--- src/rtl/core/tmtw_pkg.sv ---
// ----------------------------------------------------------------------------
// Text-mode terminal writer package
// Shared widths, character codes and character classes for the writer.
// ----------------------------------------------------------------------------
package tmtw_pkg;

  // Screen geometry defaults
  localparam int unsigned ColumnsDefault = 80;
  localparam int unsigned RowsDefault    = 25;

  // Fixed field widths
  localparam int unsigned CharW = 8;
  localparam int unsigned AddrW = 11;
  localparam int unsigned DataW = 16;

  localparam logic [CharW-1:0] TextColorReset = 8'h07;

  // Character codes
  localparam logic [CharW-1:0] ChSpace        = 8'h20;
  localparam logic [CharW-1:0] ChLastPrint    = 8'h7F;
  localparam logic [CharW-1:0] ChLineFeed     = 8'h0A;
  localparam logic [CharW-1:0] ChCarriageRet  = 8'h0D;
  localparam logic [CharW-1:0] ChBackspace    = 8'h08;

  typedef enum logic [1:0] {
    ChClsIgnore,
    ChClsPrint,
    ChClsNewline,
    ChClsBackspace
  } char_cls_e;

  function automatic char_cls_e classify(input logic [CharW-1:0] c);
    char_cls_e cls;
    case (c) inside
      [ChSpace:ChLastPrint]:       cls = ChClsPrint;
      ChLineFeed, ChCarriageRet:   cls = ChClsNewline;
      ChBackspace:                 cls = ChClsBackspace;
      default:                     cls = ChClsIgnore;
    endcase
    return cls;
  endfunction

endpackage

--- src/rtl/core/text_mode_terminal_writer.sv ---
// ----------------------------------------------------------------------------
// Text-mode terminal writer
// Turns a stream of character bytes into cell writes for a text screen.
// ----------------------------------------------------------------------------
// Usage:
//   Input channel  : char_code_i with in_valid_i / in_stall_o.
//   Output channel : cell_write_o, cell_address_o, cell_data_o and
//                    cursor_position_o with out_valid_o / out_stall_i.
//   Every accepted request gives exactly one result, in the cycle after it is accepted.
//   Throughput is one request per cycle while the receiver does not stall:
//   the cursor update is a compare, an increment and an add on the linear
//   position register, so the cursor loop needs no register beyond it.
//   The result register is freed in the same cycle it is taken, so a new
//   request is accepted while the previous result is being handed over.
//   When the receiver stalls with a result held, in_stall_o is raised and
//   the result and cursor hold until the stall is released.
//   Reset puts the cursor at row 0, column 0, loads attribute 0x07 into
//   the colour register and empties the result register. The user writes the
//   colour register through text_color_we_i while idle; not enforced here.
// ----------------------------------------------------------------------------
module text_mode_terminal_writer #(
  parameter int unsigned COLUMNS = tmtw_pkg::ColumnsDefault,
  parameter int unsigned ROWS    = tmtw_pkg::RowsDefault
) (
  input  logic                        clk_i,
  input  logic                        rst_ni,
  // colour register
  input  logic                        text_color_we_i,
  input  logic [tmtw_pkg::CharW-1:0]  text_color_i,
  // character requests
  input  logic                        in_valid_i,
  output logic                        in_stall_o,
  input  logic [tmtw_pkg::CharW-1:0]  char_code_i,
  // cell write results
  output logic                        out_valid_o,
  input  logic                        out_stall_i,
  output logic                        cell_write_o,
  output logic [tmtw_pkg::AddrW-1:0]  cell_address_o,
  output logic [tmtw_pkg::DataW-1:0]  cell_data_o,
  output logic [tmtw_pkg::AddrW-1:0]  cursor_position_o
);
  import tmtw_pkg::*;

  localparam int unsigned ColW = $clog2(COLUMNS);
  localparam int unsigned RowW = $clog2(ROWS);
  localparam logic [ColW-1:0]  ColLast = ColW'(COLUMNS - 1);
  localparam logic [RowW-1:0]  RowLast = RowW'(ROWS - 1);
  localparam logic [AddrW-1:0] RowStep = AddrW'(COLUMNS);

  // Cursor state; pos_q tracks row * COLUMNS + column (mod 2^AddrW)
  logic [ColW-1:0]  col_q, col_d;
  logic [RowW-1:0]  row_q, row_d;
  logic [AddrW-1:0] pos_q, pos_d;
  logic [CharW-1:0] color_q;

  // Result register
  logic             out_valid_q;
  logic             wr_q, wr_d;
  logic [AddrW-1:0] addr_q, addr_d;
  logic [DataW-1:0] data_q, data_d;

  logic      in_acc;
  char_cls_e cls;
  logic      line_end;
  logic      last_row;
  logic [AddrW-1:0] next_line;

  assign in_stall_o = out_valid_q & out_stall_i;
  assign in_acc     = in_valid_i & ~in_stall_o;
  assign cls        = classify(char_code_i);
  assign line_end   = (col_q == ColLast);
  assign last_row   = (row_q == RowLast);
  // start of next row, or home on the last row
  assign next_line  = last_row ? '0 : (pos_q - AddrW'(col_q) + RowStep);

  always_comb begin
    col_d  = col_q;
    row_d  = row_q;
    pos_d  = pos_q;
    wr_d   = 1'b0;
    addr_d = '0;
    data_d = '0;
    case (cls)
      ChClsPrint: begin
        wr_d   = 1'b1;
        addr_d = pos_q;
        data_d = {color_q, char_code_i};
        if (line_end) begin
          col_d = '0;
          row_d = last_row ? '0 : row_q + 1'b1;
          pos_d = next_line;
        end else begin
          col_d = col_q + 1'b1;
          pos_d = pos_q + 1'b1;
        end
      end
      ChClsNewline: begin
        col_d = '0;
        row_d = last_row ? '0 : row_q + 1'b1;
        pos_d = next_line;
      end
      ChClsBackspace: begin
        if (col_q != '0) begin
          col_d  = col_q - 1'b1;
          pos_d  = pos_q - 1'b1;
          wr_d   = 1'b1;
          addr_d = pos_q - 1'b1;
          data_d = {color_q, ChSpace};
        end
      end
      default: begin
      end
    endcase
  end

  // control state
  always_ff @(posedge clk_i or negedge rst_ni) begin
    if (!rst_ni) begin
      col_q       <= '0;
      row_q       <= '0;
      pos_q       <= '0;
      color_q     <= TextColorReset;
      out_valid_q <= 1'b0;
    end else begin
      if (text_color_we_i) begin
        color_q <= text_color_i;
      end
      if (in_acc) begin
        col_q       <= col_d;
        row_q       <= row_d;
        pos_q       <= pos_d;
        out_valid_q <= 1'b1;
      end else if (!out_stall_i) begin
        out_valid_q <= 1'b0;
      end
    end
  end

  // result payload
  always_ff @(posedge clk_i) begin
    if (in_acc) begin
      wr_q   <= wr_d;
      addr_q <= addr_d;
      data_q <= data_d;
    end
  end

  assign out_valid_o       = out_valid_q;
  assign cell_write_o      = wr_q;
  assign cell_address_o    = addr_q;
  assign cell_data_o       = data_q;
  assign cursor_position_o = pos_q;

  // --------------------------------------------------------------------------
  // Assertions
  // --------------------------------------------------------------------------
  a_pos_consistent: assert property (@(posedge clk_i) disable iff (!rst_ni)
    pos_q == AddrW'(int'(row_q) * int'(COLUMNS) + int'(col_q)))
    else $error("linear cursor position out of step with row and column");

  a_cursor_range: assert property (@(posedge clk_i) disable iff (!rst_ni)
    (int'(col_q) < int'(COLUMNS)) && (int'(row_q) < int'(ROWS)))
    else $error("cursor outside the screen");

  a_no_write_zero: assert property (@(posedge clk_i) disable iff (!rst_ni)
    (out_valid_o && !cell_write_o) |-> (cell_address_o == '0 && cell_data_o == '0))
    else $error("non-write result carries address or data");

  a_bs_col0_hold: assert property (@(posedge clk_i) disable iff (!rst_ni)
    (in_acc && char_code_i == ChBackspace && col_q == '0)
      |=> (pos_q == $past(pos_q) && !cell_write_o))
    else $error("backspace at column 0 moved the cursor or wrote a cell");

endmodule

--- config.mk ---
export PLATFORM = sky130hd
export DESIGN_NAME = text_mode_terminal_writer
export DESIGN_NICKNAME = d
export VERILOG_FILES = /design/src/rtl/core/tmtw_pkg.sv /design/src/rtl/core/text_mode_terminal_writer.sv
export SDC_FILE = /design/constraint.sdc
export NUM_CORES = 1
export LEC_CHECK = 0
export ABC_AREA = 1
export BUFFER_PORTS_ARGS = -buffer_cell sky130_fd_sc_hd__buf_4
export CORE_ASPECT_RATIO = 1.75
export CORE_MARGIN = 1.5
export CORE_UTILIZATION = 25
export CTS_BUF_LIST = sky130_fd_sc_hd__clkbuf_16
export DETAILED_ROUTE_END_ITERATION = 8
export GPL_ROUTABILITY_DRIVEN = 0
export PLACE_DENSITY = 0.43
export SYNTH_ARGS = -nofsm -noshare
export SYNTH_HDL_FRONTEND = slang
export SYNTH_SLANG_ARGS = --single-unit
--- constraint.sdc ---
create_clock -name clk_i -period 2 [get_ports clk_i]
set_input_delay 0.4 -clock clk_i [delete_from_list [all_inputs] [get_ports clk_i]]
set_output_delay 0.4 -clock clk_i [all_outputs]
set_load 0.02 [all_outputs]
=== Yosys cells after proc, flatten, opt, wreduce, memory -nomap -nowiden ===
Index checks and enable logic that the tools add are counted.

* Equal/unequal tests: 11
* Order comparisons: 2
* Muxes and demuxes: 21
* Add/subtract/negate cells: 7
* Reductions and logical operators: 7
* Bitwise operators: 3

{| class="wikitable"
|+ Operators with widths
! operator !! number
|-
| 11-bit two-way mux || 4
|-
| 11-bit case mux with 3 select lines || 1
|-
| 16-bit case mux with 2 select lines || 1
|-
| 8-bit by 4-bit == test with 1-bit output, second input constant || 3
|-
| 11-bit case mux with 2 select lines || 1
|-
| 7-bit case mux with 3 select lines || 1
|-
| 16-bit two-way mux || 1
|-
| 7-bit two-way mux || 2
|-
| 11-bit by 1-bit adder with 11-bit output, second input constant || 1
|-
| 11-bit by 7-bit adder with 11-bit output, second input constant || 1
|-
| 11-bit by 1-bit subtractor with 11-bit output, second input constant || 1
|-
| 11-bit by 7-bit subtractor with 11-bit output || 1
|-
| 5-bit two-way mux || 2
|-
| 5-bit case mux with 2 select lines || 1
|-
| 8-bit by 6-bit >= comparator with 1-bit output, second input constant || 1
|-
| 8-bit by 7-bit <= comparator with 1-bit output, second input constant || 1
|-
| 7-bit by 1-bit adder with 7-bit output, second input constant || 1
|-
| 7-bit == test, second input constant || 1
|-
| 7-bit nonzero test || 1
|-
| 7-bit by 1-bit subtractor with 7-bit output, second input constant || 1
|-
| 2-bit two-way mux || 3
|-
| 3-bit AND reduction || 2
|-
| 5-bit by 1-bit adder with 5-bit output, second input constant || 1
|-
| 5-bit == test, second input constant || 1
|-
| 12 further kinds || 17
|}

* Bits in registers: 60
* Output and inout bits: 41
* Bits of input ports: 21
* Logic and storage cells: 59

=== Depth between registers and ports, before layout ===
Gate-level depths: netlist of run 1.

* Depth in word-level cells: 7
* Mapped depth: 17
* Gate-level depth less buffers: 16

=== Least setup slack after synthesis of run 1 ===
OpenSTA, ideal clock, no wires.

* Kind: register to register
* Start point: reg pos_q[0] (netlist: cursor_position_o[0])
* End point: reg pos_q[9] (netlist: cursor_position_o[9])
* Slack: -0.175 ns
* Setup time: 0.071 ns
* Path buffers: 0
* Data arrival time: 2.104 ns
* Stages on the path, launching flop included: 16
* Clock period less this slack: 2.175 ns
* Required time: 1.929 ns
* Cells stage by stage: dfrtp_1 > inv_1 > ha_1 > inv_1 > ha_1 > inv_1 > fa_1 > inv_1 > nand3_1 > nand2_1 > nand3_1 > nand2_1 > nand2_1 > a21oi_1 > nor2_1 > nor2_1

* Cells in the longest elaborated chain, start to end: 5
* Elaborated cells between the ends (all ways): 8
* Classes of those cells: add/sub: 4; mux: 4

{| class="wikitable"
|+ RTL lines
! item !! RTL line !! RTL
|-
| from (decl) || text_mode_terminal_writer.sv:53 || <nowiki>logic [AddrW-1:0] pos_q, pos_d;</nowiki>
|-
| from (signal assigned) || text_mode_terminal_writer.sv:131 || <nowiki>pos_q <= pos_d;</nowiki>
|-
| 11-bit by 7-bit subtractor with 11-bit output || text_mode_terminal_writer.sv:74 || <nowiki>assign next_line = last_row ? '0 : (pos_q - AddrW'(col_q) + RowStep);</nowiki>
|-
| 11-bit by 7-bit adder with 11-bit output || text_mode_terminal_writer.sv:74 ||
|-
| 11-bit two-way mux || text_mode_terminal_writer.sv:74 ||
|-
| 11-bit two-way mux || text_mode_terminal_writer.sv:88 || <nowiki>if (line_end) begin</nowiki>
|-
| 11-bit case mux with 3 select lines (*) || text_mode_terminal_writer.sv:83 || <nowiki>case (cls)</nowiki>
|}

Mark *: on every way between the ends. The rest lies on a longest branch, timed or not. The select of a mux whose other input is x is not followed.
A chain may end at the register's enable or synchronous reset.

=== Final worst setup path of run 1 ===
* Start point: reg pos_q[1] (netlist: cursor_position_o[1])
* End point: reg pos_q[9] (netlist: cursor_position_o[9])

Same word-level chain as after synthesis.

==> results of run 1 <==
worst max-delay path by stage:
stage	start	end	cells after the start
after floorplan	cursor_position_o[1]	cursor_position_o[9]	13
after global placement	char_code_i[0]	col_q[5]	13
after detailed placement	cursor_position_o[1]	cursor_position_o[9]	13
after CTS	cursor_position_o[1]	cursor_position_o[9]	13
after global routing	col_q[2]	cursor_position_o[6]	10
final	cursor_position_o[1]	cursor_position_o[9]	13
cells in the mapped netlist, types with 4 or more instances:
library cell / n / area [sq um]
a21oi_1: 17 / 85.1
buf_2: 4 / 20.0
dfrtp_1: 29 / 726
edfxtp_1: 28 / 841
ha_1: 28 / 350
inv_1: 78 / 293
nand2_1: 104 / 390
nand3_1: 45 / 225
nand4_1: 8 / 50.1
nor2_1: 63 / 236
nor2_2: 4 / 25.0
nor3_1: 4 / 20.0
o21ai_0: 23 / 115
o22ai_1: 10 / 62.6
xor2_1: 18 / 158
cells by family (layout without fill, tap and decap cells):
kind of cell / after synthesis / in the layout / share of synthesized area
flip-flops: 60 / 60 / 0.412
buffers and inverters: 90 / 212 / 0.0906
AO/OA/AOI/OAI: 64 / 64 / 0.0909
other: 1 / 1 / 0.000939
XOR/XNOR: 21 / 21 / 0.0461
AND/OR/NAND/NOR: 242 / 242 / 0.267
adder cells (fa/ha/maj): 29 / 29 / 0.0928
sequential cells by signal, summed over array words and instances (netlist names):
| signal | cells |
|---|---|
| cell_data_o | 16 |
| cell_address_o | 11 |
| cursor_position_o | 11 |
| color_q | 8 |
| col_q | 7 |
| row_q | 5 |
| cell_write_o | 1 |
| out_valid_o | 1 |
metal layers:
metal,routed length [um],vias to the layer above,GRT usage
met5,0,-,0
met4,356,0,0.0723
met3,370,21,0.0226
met2,6260,78,0.267
met1,4640,1742,0.151
li1,-,1875,-
repair_timing:
item,CTS,global route
setup endpoints to repair,2,10
pin swaps,0,12
endpoints found under the hold margin,0,0
setup buffers,0,2
cloned,0,0
hold buffers,0,0
resized for setup,4,25
area by class of cell:
| cell class | count | area, sq um | area share |
|---|---|---|---|
| Clock inverter | 7 | 43.8 | 0.00798 |
| Timing Repair Buffer | 115 | 888 | 0.162 |
| Multi-Input combinational cell | 357 | 2140 | 0.389 |
| Tap cell | 189 | 236 | 0.0431 |
| Sequential cell | 60 | 1650 | 0.301 |
| Clock buffer | 9 | 225 | 0.0410 |
| Inverter | 81 | 307 | 0.0559 |
where the power goes:
part           switching (mW)  internal (mW)  total [mW]
logic                    2.85           2.22        5.07
registers               0.141           1.57        1.71
clock network           0.600          0.828        1.43
total                    3.59           4.62        8.21
==> impl_metrics.csv, run 1 <==
group,metric,value,unit
status,status,"completed",
timing,hold_viol_final,0,
logic_synthesis,yosysSeqAreaShare,0.412,
setup_path,worst-path-buf-inv,2,
timing,drv_slew,0,
place,placed_area,5080,sq um
detailed_routing,drcViolationCount,0,
setup_path,cp-start-kind,"register",
clock_tree,cts.clk_slew.worst_paths,0.06,ns
detailed_routing,routed_via_density,4.54,
place,dp_cells,800,
setup_path,required,2.27,ns
timing,fin_skew,0.0103,ns
timing,whs,0.00649,ns
clock_tree,clock-sinks,60,
grt,grt_max_degree,33,
clock_tree,cts_buffer_depth,2,
setup_path,crit_fanout,3,
clock_tree,root_buffer,"clkbuf_16",
floorplan,io_pins,62,
pwr,leakage,2.63,nW
floorplan,die_h,170,um
setup_path,cp.arrival,2.22,ns
hold_path,hold_path.class,"primary input to asynchronous set/reset pin",
logic_synthesis,syn_nets,557,
detailed_routing,dr.pass1.iters,5,
clock_tree,htreeDepth,3,
clock_tree,cts_buffers,9,
floorplan,die_w,98.5,um
final_layout,fillers,1675,
detailed_routing,antenna_left,0,
setup_path,critPathTopFamily,"adder cells",
setup_path,crit_path_max_incr_delay,0.42,ns
final_layout,layout_common_cells,"buf_4, nand2_1, inv_1, nor2_1, nand3_1",
timing,finalWorstSetupSlack,0.0478,ns
logic_synthesis,ys.flop_type,"dfrtp_1",
setup_path,worst_path_max_delay_cell,"dfrtp_2",
logic_synthesis,yosysWarnings,0,
final_layout,fin_cells,818,
timing,fmax,512,MHz
final_layout,area_growth,37.4,%
pwr,power_density,1500,nW/um^2
setup_path,r2r_start,"cursor_position_o[1]",
logic_synthesis,async_flop_share,0.533,
detailed_routing,num_vias,3716,
logic_synthesis,synth-edff-count,28,
setup_path,cp_cell_sequence,"ha_4, ha_4, inv_2, fa_2, inv_2, nand3_2, nand2_2, nand3_2, nand2_1, nand2_1, a21oi_2, nor2_1, nor2_1",
floorplan,fp-row-count,61,
floorplan,dieArea,16800,sq um
logic_synthesis,syn_area,3990,sq um
setup_path,ff2ff_path_depth,13,
grt,grt_usage,0.142,
setup_path,path_class,"register to register",
setup_path,r2r_end,"cursor_position_o[9]",
grt,grt_first_pass_wirelength,18500,um
detailed_routing,avgRoutedWirePerCell,14.2,um
grt,overflow,0,
timing,min_period,1.95,ns
grt,antenna_found_initial,0,
timing,post-route-period-util,0.976,
final_layout,final_common_cell,"buf_4",
final_layout,drive_gt1_frac,0.299,
clock_tree,cts_tree,"built",
floorplan,coreArea,15700,sq um
place,pre_cts_slack,-0.0385,ns
setup_path,rrSetupSlack,0.05,ns
detailed_routing,routed_wl,11600,um
place,hpwl,9220,um
final_layout,final_nets,674,
logic_synthesis,postSynthCellCount,507,
place,io_buffers,61,
timing,tns,0,ns
timing,setup_viol,0,
logic_synthesis,synthDistinctLibCells,38,
final_layout,final_area,5490,sq um
pwr,finalPower,8.21,mW
logic_synthesis,ys_seq_elements,60,
clock_tree,clkLatencyLatePin,0.34,ns
pwr,peakVddDrop,0.000591,V
grt,grt_pass1_vias,3773,
final_layout,antennaDiodeCount,0,
final_layout,utilization,0.349,
setup_path,endpoint_kind,"register",
logic_synthesis,synth_area_per_cell,7.87,sq um
detailed_routing,dr.first_iter.drc_count,157,
timing,rsz0062_at_grt,"yes",
floorplan,start_util,0.254,
flow_run,maxCapViolations,0,
(Power assumes the default switching activity.)
==> run 2: changes to the inputs <==
--- a/config.mk
+++ b/config.mk
@@ -7,13 +7,15 @@
 export LEC_CHECK = 0
 export ABC_AREA = 1
 export BUFFER_PORTS_ARGS = -buffer_cell sky130_fd_sc_hd__buf_4
+export CELL_PAD_IN_SITES_DETAIL_PLACEMENT = 0
+export CELL_PAD_IN_SITES_GLOBAL_PLACEMENT = 1
 export CORE_ASPECT_RATIO = 1.75
 export CORE_MARGIN = 1.5
 export CORE_UTILIZATION = 25
 export CTS_BUF_LIST = sky130_fd_sc_hd__clkbuf_16
 export DETAILED_ROUTE_END_ITERATION = 8
 export GPL_ROUTABILITY_DRIVEN = 0
-export PLACE_DENSITY = 0.43
+export PLACE_DENSITY = 0.54
 export SYNTH_ARGS = -nofsm -noshare
 export SYNTH_HDL_FRONTEND = slang
 export SYNTH_SLANG_ARGS = --single-unit
==> run 2 against run 1 <==
  * Cell count is 1.8% higher
  * Largest cell class unchanged
  * Wire length is 7.5% higher
  * Core utilization is 2.3 points higher
  * Critical path type unchanged
  * Critical path depth is 2 lower
  * Worst hold slack worse by 0.0035 ns
==> impl_metrics.csv, run 2 (synthesized netlist as in run 1, its figures left out) <==
group,metric,value,unit
status,status,"completed",
floorplan,coreArea,15700,sq um
detailed_routing,routed_via_density,4.56,
final_layout,final_area,5840,sq um
setup_path,worst_path_max_delay_cell,"dfrtp_2",
grt,grt_max_degree,33,
setup_path,cp-start-kind,"register",
timing,finalWorstSetupSlack,0.00338,ns
detailed_routing,num_vias,3802,
final_layout,fillers,1632,
clock_tree,clkLatencyLatePin,0.34,ns
hold_path,hold_path.class,"primary input to asynchronous set/reset pin",
detailed_routing,antenna_left,0,
detailed_routing,wl_met3,419,um
place,pre_cts_slack,-0.112,ns
grt,grt_pass1_vias,3975,
clock_tree,cts_buffers,9,
timing,fmax,501,MHz
detailed_routing,wl_met2,6890,um
final_layout,multi_input_area,2270,sq um
setup_path,path_class,"register to register",
clock_tree,root_buffer,"clkbuf_16",
clock_tree,cts_buffer_depth,2,
setup_path,cp.arrival,2.25,ns
setup_path,ff2ff_path_depth,11,
detailed_routing,avgRoutedWirePerCell,15.0,um
final_layout,ff_latch_area,1650,sq um
setup_path,r2r_start,"cursor_position_o[1]",
pwr,peakVddDrop,0.000700,V
timing,whs,0.00299,ns
clock_tree,cts.clk_slew.worst_paths,0.06,ns
setup_path,required,2.26,ns
final_layout,drive_gt1_frac,0.365,
flow_run,maxCapViolations,0,
final_layout,antennaDiodeCount,0,
detailed_routing,dr.pass1.iters,4,
grt,antenna_found_initial,0,
floorplan,io_pins,62,
grt,overflow,0,
setup_path,crit_fanout,2,
floorplan,fp-row-count,61,
detailed_routing,routed_wl,12500,um
setup_path,crit_path_max_incr_delay,0.42,ns
final_layout,layout_common_cells,"buf_4, nand2_1, inv_1, nor2_1, nand3_1",
detailed_routing,drcViolationCount,0,
timing,fin_skew,0.0114,ns
setup_path,endpoint_kind,"register",
timing,post-route-period-util,0.998,
final_layout,area_growth,46.3,%
place,io_buffers,61,
clock_tree,cts_tree,"built",
clock_tree,clock-sinks,60,
floorplan,start_util,0.254,
pwr,power_density,1650,nW/um^2
place,hpwl,9870,um
place,placed_area,5160,sq um
setup_path,critPathTopFamily,"adder cells",
setup_path,rrSetupSlack,0.003,ns
clock_tree,cts_hold_buf,0,
timing,min_period,2.00,ns
final_layout,final_nets,689,
floorplan,die_h,170,um
clock_tree,htreeDepth,3,
setup_path,worst-path-buf-inv,3,
detailed_routing,dr.first_iter.drc_count,103,
floorplan,dieArea,16800,sq um
final_layout,largest_reg_flops,16,
floorplan,die_w,98.5,um
timing,setup_viol,0,
timing,drv_slew,0,
final_layout,final_common_cell,"buf_4",
final_layout,utilization,0.372,
detailed_routing,wl_met1,4780,um
grt,grt_first_pass_wirelength,19900,um
grt,grt_usage,0.154,
detailed_routing,topRoutingLayerUsed,"met4",
pwr,finalPower,9.64,mW
pwr,leakage,2.78,nW
timing,rsz0062_at_grt,"yes",
timing,hold_viol_final,0,
setup_path,cp_cell_sequence,"ha_4, ha_4, inv_2, fa_2, buf_4, buf_6, xnor2_4, nand3_2, nand3_2, nand2_2, o21ai_2",
setup_path,r2r_end,"cursor_position_o[3]",
-- run 2: power by group --
part / leakage (nW) / internal (mW) / switching (mW) / total, mW
Clock: 0.160 / 1.10 / 0.624 / 1.72
Combinational: 1.99 / 2.90 / 3.30 / 6.19
Sequential: 0.627 / 1.57 / 0.155 / 1.73
-- run 2: metal layers --
| layer | vias to the layer above | track usage |
|---|---|---|
| met5 | - | 0 |
| met4 | 0 | 0.0716 |
| met3 | 25 | 0.0300 |
| met2 | 73 | 0.295 |
| met1 | 1790 | 0.158 |
| li1 | 1914 | - |
-- run 2: through the flow --
stage,std cells,setup TNS [ns]
after detailed placement,808,-0.357
final,833,0
after global placement,808,-0.304
after global routing,833,-0.407
after floorplan,507,-0.00851
after CTS,827,0
-- run 2: final cells by class --
| type | instances | share of cell area |
|---|---|---|
| clock buffer | 9 | 0.0386 |
| timing repair buffer | 130 | 0.179 |
| tap | 189 | 0.0405 |
| inverter | 81 | 0.0529 |
| sequential | 60 | 0.283 |
| clock inverter | 7 | 0.0171 |
| multi-input combinational | 357 | 0.389 |
-- run 2: worst max-delay path by stage --
stage / start / endpoint / slack [ns] / depth (start not counted)
global route: col_q[1] / cursor_position_o[9] / -0.14 / 14
finish: cursor_position_o[1] / cursor_position_o[3] / 0.003 / 11
CTS: col_q[3] / cursor_position_o[4] / 0.008 / 14
global placement: char_code_i[0] / col_q[5] / -0.14 / 14
detailed placement: char_code_i[0] / col_q[5] / -0.11 / 14
floorplan: cursor_position_o[1] / cursor_position_o[9] / -0.009 / 13
-- run 2: timing repair --
item,CTS,global route
gates resized for setup,16,54
setup buffers,3,6
endpoints found under the setup margin,6,13
hold endpoints to repair,0,0
pin swaps,7,26
